File: src/hw/rtl/ascii_to_unsigned_parser_defines.svh
// Assertion macros used by the parser core.
`ifndef ASCII_TO_UNSIGNED_PARSER_DEFINES_SVH
`define ASCII_TO_UNSIGNED_PARSER_DEFINES_SVH

// Checks that the consequent holds in the same cycle as the antecedent.
`define A2U_ASSERT_SAME(label, clk, rst, ante, cons) \
   label: assert property (@(posedge clk) disable iff (rst) (ante) |-> (cons)) \
      else $error("a2u assertion failed");

// Checks that the consequent holds in the cycle after the antecedent.
`define A2U_ASSERT_NEXT(label, clk, rst, ante, cons) \
   label: assert property (@(posedge clk) disable iff (rst) (ante) |=> (cons)) \
      else $error("a2u assertion failed");

`endif

File: src/hw/rtl/a2u_pkg.sv
// Shared types, constants and character helpers of the ASCII-to-unsigned parser.
package a2u_pkg;

   localparam int VALUE_WIDTH  = 64;
   localparam int OFFSET_WIDTH = 16;
   localparam int CH_WIDTH     = 8;
   localparam int BASE_WIDTH   = 6;
   localparam int DIGIT_WIDTH  = 5;

   // Character codes.
   localparam logic [CH_WIDTH-1:0] CH_ZERO  = 8'h30;
   localparam logic [CH_WIDTH-1:0] CH_NINE  = 8'h39;
   localparam logic [CH_WIDTH-1:0] CH_LOW_A = 8'h61;
   localparam logic [CH_WIDTH-1:0] CH_LOW_F = 8'h66;
   localparam logic [CH_WIDTH-1:0] CH_UP_A  = 8'h41;
   localparam logic [CH_WIDTH-1:0] CH_UP_F  = 8'h46;
   localparam logic [CH_WIDTH-1:0] CH_LOW_X = 8'h78;
   localparam logic [CH_WIDTH-1:0] CH_UP_X  = 8'h58;
   localparam logic [CH_WIDTH-1:0] CH_MINUS = 8'h2d;
   localparam logic [CH_WIDTH-1:0] CH_PLUS  = 8'h2b;
   localparam logic [CH_WIDTH-1:0] CH_SPACE = 8'h20;
   localparam logic [CH_WIDTH-1:0] CH_TAB   = 8'h09;
   localparam logic [CH_WIDTH-1:0] CH_LF    = 8'h0a;
   localparam logic [CH_WIDTH-1:0] CH_VT    = 8'h0b;
   localparam logic [CH_WIDTH-1:0] CH_FF    = 8'h0c;
   localparam logic [CH_WIDTH-1:0] CH_CR    = 8'h0d;

   // Base codes; zero selects automatic detection, which picks octal, decimal or hex.
   localparam logic [BASE_WIDTH-1:0] BASE_AUTO = 6'd0;
   localparam logic [BASE_WIDTH-1:0] BASE_OCT  = 6'd8;
   localparam logic [BASE_WIDTH-1:0] BASE_DEC  = 6'd10;
   localparam logic [BASE_WIDTH-1:0] BASE_HEX  = 6'd16;

   // Digit code for a character that is not a hex digit.
   localparam logic [DIGIT_WIDTH-1:0] NO_DIGIT = 5'd16;

   // Parse phases, one-hot.
   typedef enum logic [4:0] {
      PH_IDLE     = 5'b00001,
      PH_SPACE    = 5'b00010,
      PH_PREFIX   = 5'b00100,
      PH_LEADZERO = 5'b01000,
      PH_DIGITS   = 5'b10000
   } phase_type;

   // One request held in the input register.
   typedef struct packed {
      logic [CH_WIDTH-1:0] ch;
      logic                first;
   } req_item_type;

   // Returns the hex digit value of a character, or NO_DIGIT.
   function automatic logic [DIGIT_WIDTH-1:0] hex_value(input logic [CH_WIDTH-1:0] c);
      logic [CH_WIDTH-1:0] d;
      d = '0;
      if (c >= CH_ZERO && c <= CH_NINE) begin
         d = c - CH_ZERO;
      end else if (c >= CH_LOW_A && c <= CH_LOW_F) begin
         d = c - CH_LOW_A + 8'd10;
      end else if (c >= CH_UP_A && c <= CH_UP_F) begin
         d = c - CH_UP_A + 8'd10;
      end else begin
         d = CH_WIDTH'(NO_DIGIT);
      end
      return d[DIGIT_WIDTH-1:0];
   endfunction

   // True for the six whitespace characters.
   function automatic logic is_space(input logic [CH_WIDTH-1:0] c);
      return (c == CH_SPACE) || (c == CH_TAB) || (c == CH_LF) ||
             (c == CH_CR) || (c == CH_FF) || (c == CH_VT);
   endfunction

endpackage

File: src/hw/rtl/a2u_in_stage.sv
// Input register that holds one request until the parse core takes it.
module a2u_in_stage (
   input  logic                                  clock,
   input  logic                                  reset,
   input  logic                                  req_valid,
   output logic                                  req_ready,
   input  logic [a2u_pkg::CH_WIDTH-1:0]          req_ch,
   input  logic                                  req_first,
   input  logic                                  advance,
   output logic                                  item_valid,
   output a2u_pkg::req_item_type                 item
);

   logic                  valid_ff;
   logic                  valid_in;
   a2u_pkg::req_item_type item_ff;

   // The register frees up when empty or when the core consumes its request.
   assign req_ready = !valid_ff || advance;

   always_comb begin
      valid_in = valid_ff;
      if (req_valid && req_ready) begin
         valid_in = 1'b1;
      end else if (advance) begin
         valid_in = 1'b0;
      end
   end

   always_ff @(posedge clock) begin
      if (reset) begin
         valid_ff <= 1'b0;
      end else begin
         valid_ff <= valid_in;
      end
   end

   // Payload loads on every accepted request.
   always_ff @(posedge clock) begin
      if (req_valid && req_ready) begin
         item_ff.ch    <= req_ch;
         item_ff.first <= req_first;
      end
   end

   assign item_valid = valid_ff;
   assign item       = item_ff;

endmodule

File: src/hw/rtl/a2u_parse_core.sv
// Parse state, single-pass character step and result register.
`include "ascii_to_unsigned_parser_defines.svh"

module a2u_parse_core (
   input  logic                                  clock,
   input  logic                                  reset,
   input  logic                                  item_valid,
   input  a2u_pkg::req_item_type                 item,
   input  logic [a2u_pkg::BASE_WIDTH-1:0]        csr_base,
   output logic                                  advance,
   output logic                                  rsp_valid,
   input  logic                                  rsp_ready,
   output logic [a2u_pkg::VALUE_WIDTH-1:0]       rsp_value,
   output logic [a2u_pkg::OFFSET_WIDTH-1:0]      rsp_end_offset
);

   localparam int PROD_WIDTH = a2u_pkg::VALUE_WIDTH + a2u_pkg::BASE_WIDTH;

   // Parse state.
   a2u_pkg::phase_type                  phase_ff, phase_in, ph_cur;
   logic                                minus_ff, minus_in, minus_cur;
   logic [a2u_pkg::VALUE_WIDTH-1:0]     acc_ff, acc_in, acc_cur;
   logic [a2u_pkg::BASE_WIDTH-1:0]      base_ff, base_in, base_cur;
   logic [a2u_pkg::OFFSET_WIDTH-1:0]    cnt_ff, cnt_in, cnt_cur;

   // Result register.
   logic                                rsp_valid_ff, rsp_valid_in;
   logic [a2u_pkg::VALUE_WIDTH-1:0]     rsp_value_ff, rsp_value_in;
   logic [a2u_pkg::OFFSET_WIDTH-1:0]    rsp_offset_ff;

   // Step decode.
   logic [a2u_pkg::DIGIT_WIDTH-1:0]     digit;
   logic [a2u_pkg::BASE_WIDTH-1:0]      digit_base;
   logic [PROD_WIDTH-1:0]               prod_wide;
   logic                                take_prefix, take_digit, count_step, emit;
   logic                                idle_step;

   // The core steps whenever a request waits and the result slot can take an answer.
   assign advance = item_valid && (!rsp_valid_ff || rsp_ready);

   // A new string starts from cleared state.
   always_comb begin
      if (item.first) begin
         ph_cur    = a2u_pkg::PH_SPACE;
         minus_cur = 1'b0;
         acc_cur   = '0;
         base_cur  = '0;
         cnt_cur   = '0;
      end else begin
         ph_cur    = phase_ff;
         minus_cur = minus_ff;
         acc_cur   = acc_ff;
         base_cur  = base_ff;
         cnt_cur   = cnt_ff;
      end
   end

   assign digit = a2u_pkg::hex_value(item.ch);

   // One character step: phase transitions, base selection and multiply-add.
   always_comb begin
      phase_in    = ph_cur;
      minus_in    = minus_cur;
      base_in     = base_cur;
      acc_in      = acc_cur;
      digit_base  = base_cur;
      take_prefix = 1'b0;
      take_digit  = 1'b0;
      count_step  = 1'b0;
      emit        = 1'b0;
      prod_wide   = '0;

      unique case (ph_cur)
         a2u_pkg::PH_SPACE: begin
            if (a2u_pkg::is_space(item.ch)) begin
               count_step = 1'b1;
            end else if (item.ch == a2u_pkg::CH_MINUS || item.ch == a2u_pkg::CH_PLUS) begin
               minus_in   = (item.ch == a2u_pkg::CH_MINUS);
               count_step = 1'b1;
               phase_in   = a2u_pkg::PH_PREFIX;
            end else begin
               take_prefix = 1'b1;
            end
         end
         a2u_pkg::PH_PREFIX: begin
            take_prefix = 1'b1;
         end
         a2u_pkg::PH_LEADZERO: begin
            if (item.ch == a2u_pkg::CH_LOW_X || item.ch == a2u_pkg::CH_UP_X) begin
               base_in    = a2u_pkg::BASE_HEX;
               count_step = 1'b1;
               phase_in   = a2u_pkg::PH_DIGITS;
            end else begin
               take_digit = 1'b1;
            end
         end
         a2u_pkg::PH_DIGITS: begin
            take_digit = 1'b1;
         end
         a2u_pkg::PH_IDLE: begin
            phase_in = a2u_pkg::PH_IDLE;
         end
         default: begin
            phase_in = a2u_pkg::PH_IDLE;
         end
      endcase

      // The base register is sampled at the first character after whitespace and sign.
      if (take_prefix) begin
         if (csr_base == a2u_pkg::BASE_AUTO && item.ch == a2u_pkg::CH_ZERO) begin
            base_in    = a2u_pkg::BASE_OCT;
            count_step = 1'b1;
            phase_in   = a2u_pkg::PH_LEADZERO;
         end else begin
            digit_base = (csr_base == a2u_pkg::BASE_AUTO) ? a2u_pkg::BASE_DEC : csr_base;
            base_in    = digit_base;
            take_digit = 1'b1;
         end
      end

      // A digit below the base accumulates; anything else ends the parse.
      if (take_digit) begin
         if (digit == a2u_pkg::NO_DIGIT ||
             {{(a2u_pkg::BASE_WIDTH-a2u_pkg::DIGIT_WIDTH){1'b0}}, digit} >= digit_base) begin
            emit     = 1'b1;
            phase_in = a2u_pkg::PH_IDLE;
         end else begin
            prod_wide  = PROD_WIDTH'(acc_cur) * PROD_WIDTH'(digit_base);
            acc_in     = prod_wide[a2u_pkg::VALUE_WIDTH-1:0] +
                         a2u_pkg::VALUE_WIDTH'(digit);
            count_step = 1'b1;
            phase_in   = a2u_pkg::PH_DIGITS;
         end
      end
   end

   // The offset counter saturates at its all-ones value.
   assign cnt_in = (count_step && (cnt_cur != '1)) ? cnt_cur + 1'b1 : cnt_cur;

   assign rsp_value_in = minus_cur ? (~acc_cur + 1'b1) : acc_cur;

   always_ff @(posedge clock) begin
      if (reset) begin
         phase_ff <= a2u_pkg::PH_IDLE;
         minus_ff <= 1'b0;
         acc_ff   <= '0;
         base_ff  <= '0;
         cnt_ff   <= '0;
      end else if (advance) begin
         phase_ff <= phase_in;
         minus_ff <= minus_in;
         acc_ff   <= acc_in;
         base_ff  <= base_in;
         cnt_ff   <= cnt_in;
      end
   end

   // Result valid is set by a stop character and cleared when the result is taken.
   always_comb begin
      rsp_valid_in = rsp_valid_ff;
      if (advance && emit) begin
         rsp_valid_in = 1'b1;
      end else if (rsp_ready) begin
         rsp_valid_in = 1'b0;
      end
   end

   always_ff @(posedge clock) begin
      if (reset) begin
         rsp_valid_ff <= 1'b0;
      end else begin
         rsp_valid_ff <= rsp_valid_in;
      end
   end

   always_ff @(posedge clock) begin
      if (advance && emit) begin
         rsp_value_ff  <= rsp_value_in;
         rsp_offset_ff <= cnt_cur;
      end
   end

   assign rsp_valid      = rsp_valid_ff;
   assign rsp_value      = rsp_value_ff;
   assign rsp_end_offset = rsp_offset_ff;

   // An idle character without a restart.
   assign idle_step = advance && !item.first && phase_ff == a2u_pkg::PH_IDLE;

   // A stop character always returns the parser to idle.
   `A2U_ASSERT_NEXT(a_stop_goes_idle, clock, reset, advance && emit, phase_ff == a2u_pkg::PH_IDLE)
   // Idle characters without a restart leave the parser idle and give no result.
   `A2U_ASSERT_NEXT(a_idle_holds, clock, reset, idle_step, phase_ff == a2u_pkg::PH_IDLE && !rsp_valid_ff)
   // Within one string the consumed count never goes down.
   `A2U_ASSERT_NEXT(a_count_monotonic, clock, reset, advance && !item.first, cnt_ff >= $past(cnt_ff))
   // Once digits are being taken a nonzero base is in force.
   `A2U_ASSERT_SAME(a_digits_have_base, clock, reset, phase_ff == a2u_pkg::PH_DIGITS, base_ff != '0)

endmodule

File: src/hw/rtl/ascii_to_unsigned_parser.sv
// Top level of the streaming ASCII-to-unsigned integer parser.
//
//   Channel   Direction  Handshake                  Payload
//   req       in         req_valid / req_ready      req_ch, req_first
//   rsp       out        rsp_valid / rsp_ready      rsp_value, rsp_end_offset
//   csr       in         csr_write_enable           csr_write_data (number base)
//
// One character request is taken per cycle while no result waits on rsp_ready.
// A request accepted into the input register is parsed from there once the result
// slot is free; each step holds the 64 by 6 multiply-add of the accumulator.
// Reset clears the parse state, the base register and both valid flags.
// While a result waits on rsp_ready the core holds every character, so the input
// register fills and req_ready drops until the result is taken.
module ascii_to_unsigned_parser (
   input  logic                                  clock,
   input  logic                                  reset,
   input  logic                                  req_valid,
   output logic                                  req_ready,
   input  logic [a2u_pkg::CH_WIDTH-1:0]          req_ch,
   input  logic                                  req_first,
   output logic                                  rsp_valid,
   input  logic                                  rsp_ready,
   output logic [a2u_pkg::VALUE_WIDTH-1:0]       rsp_value,
   output logic [a2u_pkg::OFFSET_WIDTH-1:0]      rsp_end_offset,
   input  logic                                  csr_write_enable,
   input  logic [a2u_pkg::BASE_WIDTH-1:0]        csr_write_data
);

   logic [a2u_pkg::BASE_WIDTH-1:0] base_ff;
   logic                           item_valid;
   logic                           advance;
   a2u_pkg::req_item_type          item;

   // Number base register; zero selects automatic detection.
   always_ff @(posedge clock) begin
      if (reset) begin
         base_ff <= a2u_pkg::BASE_AUTO;
      end else if (csr_write_enable) begin
         base_ff <= csr_write_data;
      end
   end

   a2u_in_stage u_in_stage (
      .clock      (clock),
      .reset      (reset),
      .req_valid  (req_valid),
      .req_ready  (req_ready),
      .req_ch     (req_ch),
      .req_first  (req_first),
      .advance    (advance),
      .item_valid (item_valid),
      .item       (item)
   );

   a2u_parse_core u_parse_core (
      .clock          (clock),
      .reset          (reset),
      .item_valid     (item_valid),
      .item           (item),
      .csr_base       (base_ff),
      .advance        (advance),
      .rsp_valid      (rsp_valid),
      .rsp_ready      (rsp_ready),
      .rsp_value      (rsp_value),
      .rsp_end_offset (rsp_end_offset)
   );

endmodule
File: config.mk
export PLATFORM = sky130hd
export DESIGN_NAME = ascii_to_unsigned_parser
export DESIGN_NICKNAME = d
export VERILOG_FILES = /design/src/hw/rtl/a2u_pkg.sv /design/src/hw/rtl/a2u_in_stage.sv /design/src/hw/rtl/a2u_parse_core.sv /design/src/hw/rtl/ascii_to_unsigned_parser.sv
export VERILOG_INCLUDE_DIRS = /design/src /design/src/hw/rtl
export SDC_FILE = /design/constraint.sdc
export NUM_CORES = 1
export LEC_CHECK = 0
export ABC_CLOCK_PERIOD_IN_PS = 8200
export CAP_MARGIN = 40
export CORE_UTILIZATION = 30
export DETAILED_ROUTE_END_ITERATION = 8
export DONT_BUFFER_PORTS = 1
export PLACE_DENSITY = 0.57
export SLEW_MARGIN = 20
export SYNTH_ARGS = -nofsm -noshare
export SYNTH_HDL_FRONTEND = slang
export SYNTH_SLANG_ARGS = --single-unit
File: constraint.sdc
create_clock -name clock -period 8.2 [get_ports clock]
set_clock_uncertainty 0.15 [all_clocks]
set_input_delay 0.82 -clock clock [delete_from_list [all_inputs] [get_ports clock]]
set_output_delay 0.82 -clock clock [all_outputs]
set_load 0.01 [all_outputs]
Word-level counts from Yosys, hierarchy flattened
Cells that the tools add are included. Widths: inputs -> output; s select.

Flip-flop bits (word level): 189. Input port bits: 20. Output and inout port bits: 82. Logic and storage cells: 121.

$add $sub $neg: 8. $mul: 1. $lt $le $gt $ge: 7. Eq/ne operators: 17. Multiplexer cells: 51. Bitwise logic cells: 1. Reductions and logical operators: 24.

Operators with widths (number): $mux 64 (4); $add 64x1->64 const B (1); $add 64x5->64 (1); $mul 64x6->64 (1); $not 64->64 (1); $mux 5 (11); $mux 6 (8); $eq 8x4->1 const B (5); $eq 8x6->1 const B (4); $mux 16 (2); $mux 1 (22); $add 16x1->16 const B (1); $eq 8x7->1 const B (2); $ge 8x7->1 const B (2); $le 8x7->1 const B (2); $ne 16x16->1 const B (1); $pmux 5 s3 (1); $add 5x4->5 const B (2); $eq 5x5->1 const B (2); $logic_or 1x1->1 (10); $sub 5x1->5 const B (2); $ge 8x6->1 const B (1); $le 8x6->1 const B (1); $logic_and 1x1->1 (8); 10 further kinds (14).

Logic depth before layout (Yosys ltp)
Word-level depth: 15. Gate-level depth with buffers: 30. Mapped depth without buffers: 28.

By module
From an unflattened synthesis, not the netlist that was laid out.

Cells, all modules: 2290. Area total of the unflattened synthesis: 20173.1 um^2.

Modules (own cells, without submodules): a2u_parse_core (instances 1, cells each 2257, area each 19633.8 um^2, seq. area each 4264.1 um^2); a2u_in_stage (instances 1, cells each 14, area each 325.3 um^2, seq. area each 290.3 um^2); ascii_to_unsigned_parser (instances 1, cells each 19, area each 214.0 um^2, seq. area each 120.1 um^2).

Worst setup path before layout
OpenSTA, ideal clock, no wires.

Kind: reg-to-reg. Start point: reg u_in_stage.item_ff, in the netlist u_in_stage.item[2]. End point: reg u_parse_core.acc_ff[60] in the netlist's numbering. Setup time: 0.117 ns. Arrival time: 7.349 ns. Data required time: 7.933 ns. Path slack: 0.584 ns. Stages on the path, launching flop included: 29. Buffers on the path: 4. Period minus slack after synthesis: 7.616 ns. Path through: edfxtp_1 inv_1 ha_1 nor4_1 nor4_1 a211oi_2 o211a_1 or2_2 clkbuf_1 inv_1 clkbuf_1 buf_1 nor2_1 fa_1 fa_1 fa_1 ha_1 ha_1 clkbuf_1 nand4_1 or3_1 or2_2 o211ai_1 a21oi_1 o41ai_1 a311o_1 a21oi_1 xnor2_1 a22o_1.

Longest elaborated chain between the ends: 13. Elaborated cells on any way between the ends: 52. Those cells by class: 6 x add/sub; 1 x mul; 7 x order compare; 12 x eq/ne; 14 x mux; 12 x reduce/logical.

Ends and longest elaborated chain: start: declaration (RTL line a2u_in_stage.sv:16) `a2u_pkg::req_item_type item_ff;`; $eq 8x6->1 or $eq 8x4->1 (tied branches) (RTL line a2u_pkg.sv:70) `return (c == CH_SPACE) || (c == CH_TAB) || (c == CH_LF) ||`; $logic_or 1x1->1 (3 in series) (RTL line a2u_pkg.sv:70); $logic_or 1x1->1 (2 in series) (RTL line a2u_pkg.sv:71) `(c == CH_CR) || (c == CH_FF) || (c == CH_VT);`; $mux 1 (RTL line a2u_parse_core.sv:75) `if (a2u_pkg::is_space(item.ch)) begin`; $pmux 1 s2 (RTL line a2u_parse_core.sv:73) `unique case (ph_cur)`; $mux 6 (RTL line a2u_parse_core.sv:109) `if (take_prefix) begin`; $mul 64x6->64 or $ge 5x6->1 (tied branches) (RTL line a2u_parse_core.sv:128, a2u_parse_core.sv:124); $add 64x5->64 or $logic_or 1x1->1 (tied branches) (RTL line a2u_parse_core.sv:129, a2u_parse_core.sv:123); $mux 64 (RTL line a2u_parse_core.sv:123) `if (digit == a2u_pkg::NO_DIGIT ||`; $mux 64 * (RTL line a2u_parse_core.sv:122) `if (take_digit) begin`; end signal: assignment (RTL line a2u_parse_core.sv:152) `acc_ff <= acc_in;`; end: declaration (RTL line a2u_parse_core.sv:22) `logic [a2u_pkg::VALUE_WIDTH-1:0] acc_ff, acc_in, acc_cur;`.

Every way passes the cells marked *; elsewhere a longest branch is shown, timed or not. A chain may end at the register's enable or synchronous reset.

Final worst setup path
Same ends and word-level chain as after synthesis.

==> run metrics <==
Die Ht=260 um; final wirelength=between 50 and 60 mm; die area=0.0678 mm^2; crit path time final=7880 ps; Sinks on Clock Net=approximately 190; cell-internal power=0.00149 W; Synth async-reset ratio=0%; Slew Viols, Final=0; worst-path maximum fanout=15; Relative slew margins=between 40% and 50%; Fin. Hold Viols=0; Port Buffers=0; final worst-path cycle share=96.1%; Required @ worst endpoint=between 8000 and 9000 ps; Clock power frac=41.7%; Synth Flop Type=dfxtp_1; Sw Pwr=0.000544 W; Synth Net Count=2639; vias in the first global route=16800; Ports=about 100; largest net degree at the start of global routing=81; worst hold path class=input port to flop; CP arrival=8120 ps; Unique masters post-synth=78; effective utilization at floorplan=30.4%; post-synth top area share=23.9%; Cells after Synth=~2200; unrepaired setup endpoints after global routing=no; Max clock buf depth=2; Slowest cell on crit path=fa_1; setup TNS=0 ps; DRC viols=0; Final ANT Viol Nets=0; crit path capture type=flop; synthesized area=between 0.02 and 0.025 mm^2; DR vias=16300; CP Class=flop to flop; Rows=94; clock buffer count from CTS=17; Yosys reg bits=189; switching share of total power=26.8%; Synth Warn #=0; Synth area leaders=fa_1 (24%), edfxtp_1 (13%), nor2_1 (10%), dfxtp_1 (10%), ha_1 (8.7%); CTS Hold Bufs=0; sequential share of power=50.5%; status=complete, no violations; Avg Cell Area, Syn=8.94 um^2; Clock transition at path regs=80 ps; CP max stage delay=520 ps; # setup viols final=0; routability cong.=0.915; Worst Max-Slew Pin Slew=756 ps; combinational power share=7.8%; CTS H-tree depth=4; DP HPWL=45.8 mm; drt pass-1 iters=6; Setup crit start kind=flop; Achievable Freq=0.127 GHz; WL/cell=19.0 um; share of cells above drive strength 1=under 10%; Max-cap violations=0; initial antenna violation count=5; synth-to-layout area growth=9.62%; worst-skew pair later-pin latency=between 400 and 500 ps; sequential share of the synthesized area=23.3%; Worst Hold Depth=1; CTS tree=yes; Core ar.=0.0659 mm^2; DRT iter0 DRCs=1248; global-route wire length before repair=95.0 mm; EDFF count, synth=89; Yosys top cell by area=fa_1; most frequent cell on the critical path=buf_4; total global routing overflow=0; vias per std cell=5.29; pwr/cell area=92.7 mW/mm^2; Hold WS=246 ps; FF-to-FF path depth=30; number of inserted diodes=0; leakage power=9.93 nW; chip width=roughly 260 um; worst ir drop on vdd=165 uV; clock root buffer=clkbuf_16; Nets=2612; total track usage=17.9%
-- logic make-up after synthesis --
group | share of synthesized area [%]
muxes | 0.556
AOI/OAI and AO/OA | 13.6
buffers and inverters | 3.76
and+or+nand+nor | 19.8
adders and majority gates | 32.6
DFF | 23.3
xor gates and xnor gates | 6.32
-- layout by cell type (no fill, tap or decap), types with 12 or more instances in the layout --
cell | Yosys | layout
nor4_1 | 14 | 12
xnor2_1 | 42 | 42
or3_1 | 15 | 15
clkbuf_16 | 0 | 18
or2_2 | 13 | 13
a22o_1 | 22 | 22
o31ai_1 | 26 | 26
nor3_1 | 19 | 18
ha_1 | 140 | 137
xor2_1 | 100 | 100
nor2_1 | 536 | 535
o21bai_1 | 13 | 13
nand2_1 | 173 | 173
inv_1 | 84 | 80
a21o_1 | 38 | 38
a22oi_1 | 44 | 43
edfxtp_1 | 89 | 89
o21ai_0 | 66 | 63
buf_4 | 0 | 61
nand4_1 | 17 | 17
nand3_1 | 30 | 30
nor2b_1 | 33 | 32
fa_1 | 239 | 239
nand2b_1 | 22 | 22
a21oi_1 | 103 | 102
dfxtp_1 | 100 | 99
-- registers in the layout, summed over array words and instances (netlist names) --
register and count:
u_parse_core.rsp_valid 1, u_parse_core.rsp_end_offset 16, u_parse_core.minus_ff 1, u_parse_core.rsp_value 64
u_parse_core.phase_ff 5, u_parse_core.acc_ff 64, base_ff 6, u_parse_core.cnt_ff 16
u_in_stage.item 9, u_in_stage.item_valid 1, u_parse_core.base_ff 6
-- worst max-delay path: cells and delay by family (launching register included) --
kind / cells / cell delay [ps]
AOI/OAI and AO/OA: 8 / 1440
xor gates and xnor gates: 1 / 140
adders and majority gates: 6 / 2360
buffers and inverters: 8 / 1390
DFF: 1 / 490
muxes: 1 / 290
and+or+nand+nor: 6 / 1500
-- Yosys cell counts (4+ instances only) --
cell and number:
a21boi_0 5, a21o_1 38, a21oi_1 103, a22o_1 22, a22oi_1 44, a31o_2 5
a31oi_1 11, a32oi_1 5, and2_1 11, and3_1 9, buf_1 20, buf_2 5
clkbuf_1 88, dfxtp_1 100, edfxtp_1 89, fa_1 239, ha_1 140, inv_1 84
mux2i_1 10, nand2_1 173, nand2b_1 22, nand3_1 30, nand4_1 17, nor2_1 536
nor2b_1 33, nor3_1 19, nor4_1 14, o21a_1 12, o21ai_0 66, o21ai_1 4
o21bai_1 13, o31ai_1 26, o41ai_1 10, or2_2 13, or3_1 15, or4_1 6
xnor2_1 42, xor2_1 100
-- what timing repair did --
| action | CTS | global route |
|---|---|---|
| setup endpoints to repair | 9 | 19 |
| hold endpoints to repair | 0 | 0 |
| buffers inserted | 1 | 7 |
| pin swaps | 1 | 3 |
| gates resized for setup | 6 | 16 |
-- area by class of cell --
type	count	area, um^2
Fill cell	6813	43900
Inverter	86	329
Tap cell	864	1080
Clock inverter	13	125
Clock buffer	19	454
Timing Repair Buffer	67	577
Multi-Input combinational cell	1852	14700
Sequential cell	189	4680
-- power by group through the flow --
stage          Combinational (W)  Sequential (W)  Clock, W
6_report                0.000159         0.00103  0.000847
5_1_grt                 0.000170         0.00103  0.000908
4_1_cts                 0.000154         0.00103  0.000880
3_5_place_dp            0.000152         0.00105         0
2_1_floorplan           0.000100         0.00104         0
3_3_place_gp            0.000149         0.00105         0
-- metal layers --
| metal | GRT usage (%) | vias up | share of wire (%) |
|---|---|---|---|
| met3 | 3.42 | 63 | 6.6 |
| met1 | 25.4 | 8175 | 47 |
| met5 | 0 | - | 0 |
| li1 | - | 7531 | - |
| met2 | 27.6 | 566 | 45 |
| met4 | 4.48 | 0 | 1.7 |
-- worst paths after layout --
kind / slack [ps] / end / start
max: 320 / u_parse_core.acc_ff[60]$_SDFFE_PP0P_ / u_in_stage.item[2]$_DFFE_PP_
min: 250 / u_in_stage.item_valid$_SDFFE_PP0P_ / reset
max reg2reg: 320 / u_parse_core.acc_ff[60]$_SDFFE_PP0P_ / u_in_stage.item[2]$_DFFE_PP_
min reg2reg: 350 / u_parse_core.base_ff[3]$_SDFFE_PP0P_ / u_parse_core.base_ff[3]$_SDFFE_PP0P_
-- per-stage QoR --
step                cells  util [%]  worst slack (ps)  power (W)  area [um^2]
finish               3090      33.3               316    0.00203        21900
global placement     3049      32.2              -179    0.00120        21200
global route         3090      33.3              6.96    0.00211        21900
CTS                  3083      33.1              42.3    0.00206        21800
floorplan            2240         -               584    0.00114        20000
detailed placement   3050      32.2              -297    0.00120        21200
Note: power is estimated with default switching activity, not from simulation.
